===== src/design/fti_pkg.sv =====
// shared constants, types and breakpoint helpers for the fog table interpolator
package fti_pkg;

  localparam int FRACTION_BITS     = 8;
  localparam int OOW_FRACTION_BITS = 24;

  localparam int OOW_W       = 32;
  localparam int MAG_W       = OOW_W - 1;
  localparam int LEVEL_W     = 16;
  localparam int INDEX_W     = 6;
  localparam int FRAC_OUT_W  = 9;
  localparam int ENTRY_W     = 8;
  localparam int TABLE_WORDS = 8;
  localparam int WORD_W      = 64;
  localparam int WORD_SEL_W  = 3;
  localparam int CFG_IDX_W   = 4;
  localparam int BIT_SEL_W   = 3;

  localparam logic [INDEX_W-1:0] LAST_INDEX = INDEX_W'(63);

  // breakpoint exponent and multiplier fields
  localparam int EXP_W   = 5;
  localparam int MUL_W   = 4;
  localparam int MAX_EXP = 3 + (63 >> 2);
  localparam int SHIFT_W = MAG_W + MAX_EXP;

  // oow at or below FAR_MAX sits at or beyond the last breakpoint
  localparam longint FAR_MAX  = (longint'(5) << OOW_FRACTION_BITS) >> MAX_EXP;
  localparam longint NEAR_MIN = longint'(1) << OOW_FRACTION_BITS;

  // divider widths
  localparam int X_W   = OOW_FRACTION_BITS + 3;
  localparam int NUM_W = X_W + MUL_W;
  localparam int DEN_W = X_W + 1;
  localparam int Q_W   = FRACTION_BITS + 1;

  localparam int PROD_W = (ENTRY_W + 1) + (Q_W + 1);
  localparam int SUM_A  = ENTRY_W + FRACTION_BITS + 2;
  localparam int SUM_B  = (PROD_W + 1 > LEVEL_W) ? PROD_W + 1 : LEVEL_W;
  localparam int SUM_W  = (SUM_A > SUM_B) ? SUM_A : SUM_B;

  localparam int STEP_W = 5;

  localparam logic [FRAC_OUT_W-1:0] FRAC_ONE = FRAC_OUT_W'(1 << FRACTION_BITS);

  typedef struct packed {
    logic                 load;
    logic                 srch_step;
    logic [BIT_SEL_W-1:0] srch_bit;
    logic                 prep;
    logic                 div_step;
    logic                 div_first;
    logic                 rd_lo;
    logic                 rd_hi;
    logic                 mul;
    logic                 fin;
  } fti_cmd_t;

  typedef struct packed {
    logic skip;
    logic out_busy;
  } fti_sts_t;

  function automatic logic [EXP_W-1:0] bp_exp(input logic [INDEX_W-1:0] i);
    return EXP_W'(3) + EXP_W'(i[5:2]);
  endfunction

  function automatic logic [MUL_W-1:0] bp_mul(input logic [INDEX_W-1:0] i);
    return MUL_W'(8) - MUL_W'(i[1:0]);
  endfunction

endpackage


===== src/design/fog_table_interpolator.sv =====
// Fog table interpolator: maps a Q8.24 reciprocal depth to a blended fog level from a
// 64-entry byte table held in eight 64-bit registers. One item is processed at a time:
// a positive in-range oow gets a 6-step breakpoint search through one shared
// comparator, then a restoring divider that produces one fraction bit per cycle,
// then two table reads, a multiply and the result load; non-positive, near and far
// inputs skip search and divide. The output register lets the next item be taken
// while a result waits. Table registers are written through the cfg port, one word
// per transfer; the user must write them only while idle (not enforced by the block).
module fog_table_interpolator import fti_pkg::*; (
  input  logic                    clk,
  input  logic                    rst_n,
  input  logic                    in_valid,
  output logic                    in_ready,
  input  logic signed [OOW_W-1:0] in_oow,
  output logic                    out_valid,
  input  logic                    out_ready,
  output logic [LEVEL_W-1:0]      out_fog_level,
  output logic [INDEX_W-1:0]      out_entry_index,
  output logic [FRAC_OUT_W-1:0]   out_fraction,
  output logic                    out_sample_valid,
  input  logic                    cfg_valid,
  output logic                    cfg_ready,
  input  logic [CFG_IDX_W-1:0]    cfg_index,
  input  logic [WORD_W-1:0]       cfg_data
);

  fti_cmd_t cmd;
  fti_sts_t sts;

  fti_ctrl u_ctrl (
    .clk      (clk),
    .rst_n    (rst_n),
    .in_valid (in_valid),
    .in_ready (in_ready),
    .sts      (sts),
    .cmd      (cmd)
  );

  fti_dp u_dp (
    .clk              (clk),
    .rst_n            (rst_n),
    .cmd              (cmd),
    .sts              (sts),
    .in_oow           (in_oow),
    .cfg_valid        (cfg_valid),
    .cfg_ready        (cfg_ready),
    .cfg_index        (cfg_index),
    .cfg_data         (cfg_data),
    .out_valid        (out_valid),
    .out_ready        (out_ready),
    .out_fog_level    (out_fog_level),
    .out_entry_index  (out_entry_index),
    .out_fraction     (out_fraction),
    .out_sample_valid (out_sample_valid)
  );

endmodule


===== src/design/fti_ctrl.sv =====
// controller sequencing search, divide, table read and result load
module fti_ctrl import fti_pkg::*; (
  input  logic     clk,
  input  logic     rst_n,
  input  logic     in_valid,
  output logic     in_ready,
  input  fti_sts_t sts,
  output fti_cmd_t cmd
);

  localparam logic [3:0] S_IDLE  = 4'd0;
  localparam logic [3:0] S_CHECK = 4'd1;
  localparam logic [3:0] S_SRCH  = 4'd2;
  localparam logic [3:0] S_PREP  = 4'd3;
  localparam logic [3:0] S_DIV   = 4'd4;
  localparam logic [3:0] S_RDLO  = 4'd5;
  localparam logic [3:0] S_RDHI  = 4'd6;
  localparam logic [3:0] S_MUL   = 4'd7;
  localparam logic [3:0] S_FIN   = 4'd8;

  logic [3:0]        state_r, state_nxt;
  logic [STEP_W-1:0] cnt_r, cnt_nxt;

  assign in_ready = (state_r == S_IDLE);

  always_comb begin
    state_nxt     = state_r;
    cnt_nxt       = cnt_r;
    cmd           = '0;
    cmd.srch_bit  = cnt_r[BIT_SEL_W-1:0];
    cmd.div_first = (cnt_r == STEP_W'(FRACTION_BITS));
    unique case (state_r)
      S_IDLE: begin
        if (in_valid) begin
          cmd.load  = 1'b1;
          state_nxt = S_CHECK;
        end
      end
      S_CHECK: begin
        if (sts.skip) begin
          state_nxt = S_RDLO;
        end else begin
          cnt_nxt   = STEP_W'(INDEX_W - 1);
          state_nxt = S_SRCH;
        end
      end
      S_SRCH: begin
        cmd.srch_step = 1'b1;
        cnt_nxt       = cnt_r - STEP_W'(1);
        if (cnt_r == '0) state_nxt = S_PREP;
      end
      S_PREP: begin
        cmd.prep  = 1'b1;
        cnt_nxt   = STEP_W'(FRACTION_BITS);
        state_nxt = S_DIV;
      end
      S_DIV: begin
        cmd.div_step = 1'b1;
        cnt_nxt      = cnt_r - STEP_W'(1);
        if (cnt_r == '0) state_nxt = S_RDLO;
      end
      S_RDLO: begin
        cmd.rd_lo = 1'b1;
        state_nxt = S_RDHI;
      end
      S_RDHI: begin
        cmd.rd_hi = 1'b1;
        state_nxt = S_MUL;
      end
      S_MUL: begin
        cmd.mul   = 1'b1;
        state_nxt = S_FIN;
      end
      S_FIN: begin
        // hold until the output register is free
        if (!sts.out_busy) begin
          cmd.fin   = 1'b1;
          state_nxt = S_IDLE;
        end
      end
      default: state_nxt = S_IDLE;
    endcase
  end

  always_ff @(posedge clk) begin
    if (!rst_n) begin
      state_r <= S_IDLE;
      cnt_r   <= '0;
    end else begin
      state_r <= state_nxt;
      cnt_r   <= cnt_nxt;
    end
  end

endmodule


===== src/design/fti_dp.sv =====
// datapath: table words, breakpoint search, fraction divider, blend and output register
module fti_dp import fti_pkg::*; (
  input  logic                     clk,
  input  logic                     rst_n,
  input  fti_cmd_t                 cmd,
  output fti_sts_t                 sts,
  input  logic signed [OOW_W-1:0]  in_oow,
  input  logic                     cfg_valid,
  output logic                     cfg_ready,
  input  logic [CFG_IDX_W-1:0]     cfg_index,
  input  logic [WORD_W-1:0]        cfg_data,
  output logic                     out_valid,
  input  logic                     out_ready,
  output logic [LEVEL_W-1:0]       out_fog_level,
  output logic [INDEX_W-1:0]       out_entry_index,
  output logic [FRAC_OUT_W-1:0]    out_fraction,
  output logic                     out_sample_valid
);

  logic [WORD_W-1:0]         words_r [TABLE_WORDS];
  logic [MAG_W-1:0]          mag_r;
  logic                      neg_r;
  logic                      skip_r;
  logic [INDEX_W-1:0]        lo_r;
  logic [Q_W-1:0]            quot_r;
  logic [NUM_W-1:0]          rem_r;
  logic [DEN_W-1:0]          den_r;
  logic [ENTRY_W-1:0]        lower_r, upper_r;
  logic signed [PROD_W-1:0]  prod_r;

  logic                      out_valid_r;
  logic [LEVEL_W-1:0]        level_r;
  logic [INDEX_W-1:0]        idx_r;
  logic [FRAC_OUT_W-1:0]     frac_r;
  logic                      sv_r;

  logic                      in_neg, in_far, in_near;
  logic [MAG_W-1:0]          in_mag;
  logic [INDEX_W-1:0]        cand, lo_nx, rd_idx;
  logic [SHIFT_W-1:0]        cand_sh, cand_thr, lo_sh;
  logic [X_W-1:0]            a_val, ml_val, diff_val;
  logic [NUM_W-1:0]          numer, rem_sh, den_ext;
  logic [DEN_W-1:0]          den_val;
  logic                      q_bit;
  logic [ENTRY_W-1:0]        rd_byte;
  logic [WORD_W-1:0]         rd_word;
  logic signed [ENTRY_W:0]   ent_diff;
  logic signed [SUM_W-1:0]   sum;
  logic [LEVEL_W-1:0]        level_val;

  assign cfg_ready = 1'b1;

  // input classification
  assign in_mag  = in_oow[MAG_W-1:0];
  assign in_neg  = in_oow[OOW_W-1] || (in_oow == '0);
  assign in_far  = (in_mag <= MAG_W'(FAR_MAX));
  assign in_near = (in_mag >= MAG_W'(NEAR_MIN));

  // one breakpoint compare per search step, msb of the index first
  assign cand     = lo_r | (INDEX_W'(1) << cmd.srch_bit);
  assign cand_sh  = SHIFT_W'(mag_r) << bp_exp(cand);
  assign cand_thr = SHIFT_W'(bp_mul(cand)) << OOW_FRACTION_BITS;

  // numerator and denominator of the weight for interval lo..lo+1
  assign lo_nx    = lo_r + INDEX_W'(1);
  assign lo_sh    = SHIFT_W'(mag_r) << bp_exp(lo_r);
  assign a_val    = lo_sh[X_W-1:0];
  assign ml_val   = X_W'(bp_mul(lo_r)) << OOW_FRACTION_BITS;
  assign diff_val = ml_val - a_val;
  assign numer    = NUM_W'(bp_mul(lo_nx)) * NUM_W'(diff_val);
  assign den_val  = (lo_r[1:0] == 2'd3) ? {a_val, 1'b0} : {1'b0, a_val};

  // restoring divider, one quotient bit per step
  assign rem_sh  = cmd.div_first ? rem_r : {rem_r[NUM_W-2:0], 1'b0};
  assign den_ext = NUM_W'(den_r);
  assign q_bit   = (rem_sh >= den_ext);

  // table read, one byte per cycle
  assign rd_idx  = cmd.rd_hi ? lo_nx : lo_r;
  assign rd_word = words_r[rd_idx[INDEX_W-1:BIT_SEL_W]];
  assign rd_byte = rd_word[rd_idx[BIT_SEL_W-1:0]*ENTRY_W +: ENTRY_W];

  assign ent_diff = $signed({1'b0, upper_r}) - $signed({1'b0, lower_r});

  assign sum = $signed(SUM_W'({lower_r, {FRACTION_BITS{1'b0}}})) + SUM_W'(prod_r);
  assign level_val = (neg_r || sum[SUM_W-1]) ? '0 : sum[LEVEL_W-1:0];

  always_ff @(posedge clk) begin
    if (!rst_n) begin
      for (int w = 0; w < TABLE_WORDS; w++) words_r[w] <= '0;
    end else if (cfg_valid && (cfg_index < CFG_IDX_W'(TABLE_WORDS))) begin
      words_r[cfg_index[WORD_SEL_W-1:0]] <= cfg_data;
    end
  end

  always_ff @(posedge clk) begin
    if (cmd.load) begin
      mag_r  <= in_mag;
      neg_r  <= in_neg;
      skip_r <= in_neg || in_far || in_near;
      lo_r   <= (in_far && !in_neg) ? LAST_INDEX : '0;
      quot_r <= '0;
    end else if (cmd.srch_step) begin
      if (cand_sh < cand_thr) lo_r <= cand;
    end else if (cmd.prep) begin
      rem_r  <= numer;
      den_r  <= den_val;
      quot_r <= '0;
    end else if (cmd.div_step) begin
      rem_r  <= q_bit ? rem_sh - den_ext : rem_sh;
      quot_r <= {quot_r[Q_W-2:0], q_bit};
    end
    if (cmd.rd_lo) lower_r <= rd_byte;
    if (cmd.rd_hi) upper_r <= rd_byte;
    if (cmd.mul) prod_r <= ent_diff * $signed({1'b0, quot_r});
  end

  always_ff @(posedge clk) begin
    if (!rst_n) begin
      out_valid_r <= 1'b0;
    end else if (cmd.fin) begin
      out_valid_r <= 1'b1;
    end else if (out_ready) begin
      out_valid_r <= 1'b0;
    end
  end

  always_ff @(posedge clk) begin
    if (cmd.fin) begin
      level_r <= level_val;
      idx_r   <= neg_r ? '0 : lo_r;
      frac_r  <= neg_r ? '0 : FRAC_OUT_W'(quot_r);
      sv_r    <= !neg_r;
    end
  end

  assign sts.skip     = skip_r;
  assign sts.out_busy = out_valid_r && !out_ready;

  assign out_valid        = out_valid_r;
  assign out_fog_level    = level_r;
  assign out_entry_index  = idx_r;
  assign out_fraction     = frac_r;
  assign out_sample_valid = sv_r;

endmodule


===== config.mk =====
export PLATFORM = sky130hd
export DESIGN_NAME = fog_table_interpolator
export DESIGN_NICKNAME = d
export VERILOG_FILES = /design/src/design/fti_pkg.sv /design/src/design/fog_table_interpolator.sv /design/src/design/fti_ctrl.sv /design/src/design/fti_dp.sv
export SDC_FILE = /design/constraint.sdc
export NUM_CORES = 2
export LEC_CHECK = 0
export BUFFER_PORTS_ARGS = -buffer_cell sky130_fd_sc_hd__buf_2
export CAP_MARGIN = 10
export CELL_PAD_IN_SITES_DETAIL_PLACEMENT = 0
export CELL_PAD_IN_SITES_GLOBAL_PLACEMENT = 1
export CORE_MARGIN = 2
export CORE_UTILIZATION = 52
export CTS_CLUSTER_SIZE = 12
export DETAILED_ROUTE_END_ITERATION = 8
export MAX_ROUTING_LAYER = met4
export PLACE_DENSITY_LB_ADDON = 0.1
export SLEW_MARGIN = 10
export SYNTH_ARGS = -nofsm -noshare
export SYNTH_HDL_FRONTEND = slang
export SYNTH_SLANG_ARGS = --single-unit

===== constraint.sdc =====
create_clock -name clk -period 9.03 [get_ports clk]
set_clock_uncertainty 0.15 [all_clocks]
set_input_delay 0.903 -clock clk [delete_from_list [all_inputs] [get_ports clk]]
set_output_delay 0.903 -clock clk [all_outputs]
set_load 0.05 [all_outputs]

==> results summary <==
In this run the tightest slew margin relative to its limit is 23.0%. Fill cells in the final layout number around 6600. The power density over the cells came out at a little over 300 nW/µm². The tightest hold path in the finished design has a slack of just over 0.3 ns. The mean post-synth cell area is 12.3 µm². IR analysis of the VDD net gives a maximum drop of 0.000371 V. The final count of negative-setup-slack endpoints is 0. The count of buffers from port buffering is between 100 and 150. The area growth from synthesis to final layout is 10.2%. The final routed DRC violation total is 0.

The slowest stage of the critical path belongs to the cell ha_1. Registers are responsible for roughly 28% of the overall power. For this run, the slowest stage of the critical path takes 0.64 ns. For the pin with the worst max-slew slack, the measured transition is 1.14 ns. Of the post-synthesis cell area, the dominant cell type holds 47.9%. The detailed router finished its first iteration with 2353 violations. The floorplan step set the die height to 290 µm. In this run switching power makes up about two fifths of total power. The count of cells resized by post-cts repair came out at 0.

The worst setup path startpoint is u_dp.lo_r[3]. In this run, post-CTS hold repair placed 0 buffers. The logic depth of the worst path, buffers included is 25. The initial core utilization came out at 52.6%. Of all cell types, the one taking the most synthesized area is edfxtp_1. The first detailed-routing pass took 6 iterations. The chip width came out at slightly below 300 µm. The CTS sink count came out at 696.

Across every metal layer, demand over resource in global routing totals 27.4%. The total count of hold-check failures in the final report came out at 0. The highest clock rate is 0.130 GHz. The cell count after placement came out at 4521. The summed area of non-filler cells in the final layout came out at 46700 µm². The number of pins exceeding their max-slew limit in the final report is 0. The reg2reg setup slack is 1.32 ns.

The number of ports placed on the die boundary is 140. Measured in cells, the most critical reg-to-reg path has a length of 25. The routability congestion estimate from global placement is between 0.9 and 1.

The synthesized instance count is roughly 3400. The global-route wire length before repair came out at roughly 170 mm. TritonCTS built the clock tree. The number of distinct standard cells referenced by the synthesized netlist is 93. The number of flops mapped to enable cells by yosys is 677.

The required time reported for the critical path endpoint is just over 9 ns. The internal power component is ~8.6 mW. The maximum fanout along the worst path is 13. The residual overflow from global routing is 0. The total wire length after detailed routing is 109 mm.

The detailed-route wire length per cell came out at 23.3 µm. The instance area at placement came out at 44300 µm². The half-perimeter wire length of the detailed placement result is 69.5 mm. For this run, the share of the core covered by cells in the final layout is ~58%. In this run the post-CTS setup repair buffer count came out at 0. The clock insertion delay at the later pin of the skew report is 0.64 ns. The type of the worst setup path is reg2reg. The worst path in the final design needs a cycle of between 7 and 8 ns, including I/O delays and setup. The number of nets in the layout came out at between 3000 and 4000. The pin count of the biggest net entering global routing came out at about 130. The worst register-to-register path ends at u_dp.rem_r[30].

The sum of negative setup slack came out at 0 ns. The area taken by flip-flops and latches came out at roughly 21000 µm². The initial antenna violation count is 19.

The count of cells in the finished layout, fillers not included, comes to 4666. The number of buffers and inverters on the critical path is 3. The combinational group share of total power is 51.6%. Among all flip-flop cells after synthesis, the most frequent one is edfxtp_1. The die outline area is around 84000 µm².

The synthesized netlist occupies a cell area of 42400 µm². The critical path ends at u_dp.rem_r[30]. The path class of the tightest hold or removal check is in2reg.

The data arrival at the endpoint of the critical path is 7.91 ns. The maximum root-to-sink buffer count is 3. The flow ran to the end, and the final reports show no timing, DRC or antenna violations. The max capacitance violation total came out at 0.

The area of the core region is a little over 80000 µm². The number of H-tree levels is 3. The multi-input combinational cells in the finished layout cover a total of 20200 µm². The ratio of final minimum period to clock period is 85.3%. The worst setup path is captured at a flop. Counting flops with an async set or reset pin after synthesis yields a share of 0%. Setup repair after global routing left no endpoint under its margin. The post-synth net total is 3807. The clock slew seen by the registers of the worst setup and hold paths is 0.06 ns.

The category of cells accounting for the largest share of critical-path delay is compound AO/OA/AOI/OAI gates. TritonCTS created 77 clock buffers. Dividing the detail-routed via count by the number of cells gives 5.92. The via count of the routed design is 27600. The number of storage elements in the synthesis netlist came out at 696. The kind of start point of the critical path is a flop. CTS placed an instance of clkbuf_16 at the clock tree root. The count of nets left with antenna violations once routing finished came out at 0. The via count of the first global-routing pass came out at 28700. The share of the Yosys chip area taken by registers is 48.8%. Ranked by total cell area, the synthesized netlist is headed by edfxtp_1, and2_1, mux4_2. The clock network accounts for 20.8% of the total power. The analysis attributes to net switching a power of roughly 6 mW.

The layout cell share with drive strength beyond 1 came out at 15.5%. For this design the static power due to leakage is about 18 nW. The reg-to-reg startpoint is u_dp.lo_r[3]. For this run, the number of Yosys warnings is 0.

The floorplan has 104 rows.
synth_stat cells (7+ instances only):
cell type    n
a211oi_1    30
a21o_1      37
a21oi_1    116
a22o_1       7
a22oi_1     17
a31oi_1     22
and2_1     573
and3_1      13
buf_1        7
buf_2       23
buf_4       17
clkbuf_1   126
dfxtp_1     19
edfxtp_1   677
fa_1        78
ha_1       175
inv_1      229
mux2_2      33
mux2i_1    177
mux4_1      10
mux4_2     158
nand2_1    141
nand2b_1    53
nand3_1     38
nand4_1     15
nor2_1     168
nor2b_1     56
nor3_1      28
nor4_1       8
o211ai_1    15
o21a_1      13
o21ai_0    110
o21bai_1     9
o31ai_1     10
o41ai_1     10
or2_2       12
or3_1        9
xnor2_1     61
xor2_1      39
registers in the layout, indices dropped and copies added, names as in the netlist:
name and flops:
u_dp.prod_r 19, u_dp.out_fog_level 16, u_dp.den_r 28, u_dp.out_entry_index 6, u_dp.out_fraction 9, u_dp.upper_r 8
u_dp.out_valid 1, u_dp.skip_r 1, u_dp.quot_r 9, u_dp.lower_r 8, u_dp.neg_r 1, u_ctrl.cnt_r 5
u_dp.out_sample_valid 1, u_dp.rem_r 31, u_dp.mag_r 31, u_dp.lo_r 6, u_ctrl.state_r 4, u_dp.words_r 512
how the worst min path moves through the flow:
stage                    startpoint         endpoint  slack (ns)  cells past startpoint
finish                   in_oow[24]   u_dp.mag_r[24]        0.31                      1
floorplan           u_ctrl.cnt_r[4]  u_ctrl.cnt_r[4]        0.31                      2
detailed placement  u_ctrl.cnt_r[4]  u_ctrl.cnt_r[4]        0.33                      2
CTS                      in_oow[24]   u_dp.mag_r[24]        0.27                      1
global route              in_oow[1]    u_dp.mag_r[1]        0.29                      1
global placement    u_ctrl.cnt_r[4]  u_ctrl.cnt_r[4]        0.32                      2
cells in the final DEF, fill, tap and decap left out, types with 13 or more instances in the layout:
master / n
a21oi_1: 116
dfxtp_1: 19
a22oi_1: 17
xnor2_1: 56
buf_2: 138
o21ai_0: 104
edfxtp_1: 677
diode_2: 13
nor2_1: 161
nand2_1: 141
and2_1: 572
clkinv_1: 15
mux2i_1: 177
o21a_1: 13
nand3_1: 37
a211oi_1: 30
inv_1: 229
nand4_1: 15
and3_1: 13
nand2b_1: 51
mux2_2: 33
a21o_1: 37
nor3_1: 26
buf_4: 52
mux4_2: 158
fa_1: 78
xor2_1: 38
nor2b_1: 55
ha_1: 174
clkbuf_16: 78
o211ai_1: 15
clkbuf_1: 14
a31oi_1: 22
cell type report:
cell class | count | area share [%]
Antenna cell | 13 | 0.0696
Sequential cell | 696 | 44.3
Timing Repair Buffer | 193 | 2.44
Inverter | 233 | 1.88
Clock inverter | 40 | 0.894
Multi-Input combinational cell | 2339 | 43.3
Clock buffer | 92 | 4.29
Tap cell | 1060 | 2.84
metal layers:
metal	global-route usage (%)	up-vias	wire length, µm
met5	-	-	0
met4	7.24	0	2420
met3	3.82	155	5880
met2	45.9	800	54200
met1	35.1	14000	46200
li1	-	12700	-
stage by stage:
step                setup WS [ns]  power (mW)
finish                       1.32        14.5
global route                0.839        15.7
CTS                          1.43        14.6
detailed placement           1.47        11.5
global placement             1.70        11.4
floorplan                    2.21        9.75
cell families (layout without fill, tap and decap cells):
group	count (synthesis)	in the layout	share of synthesized area [%]
AO/OA/AOI/OAI	456	456	6.93
adder cells (fa/ha/maj)	253	253	8.84
XOR/XNOR	104	104	2.22
multiplexers	378	378	14.1
buffers and inverters	414	558	4.04
AND/OR/NAND/NOR	1147	1147	15.1
other	1	14	0.00884
flip-flops	696	696	48.8
power by group through the flow:
stage | registers, mW | logic [mW] | clock network [mW]
5_1_grt | 4.02 | 8.44 | 3.20
6_report | 4.00 | 7.47 | 3.02
4_1_cts | 4.00 | 7.51 | 3.08
3_3_place_gp | 4.05 | 7.39 | 0
2_1_floorplan | 4.00 | 5.75 | 0
3_5_place_dp | 4.06 | 7.47 | 0
No activity file was read; power rests on OpenSTA's default activity.
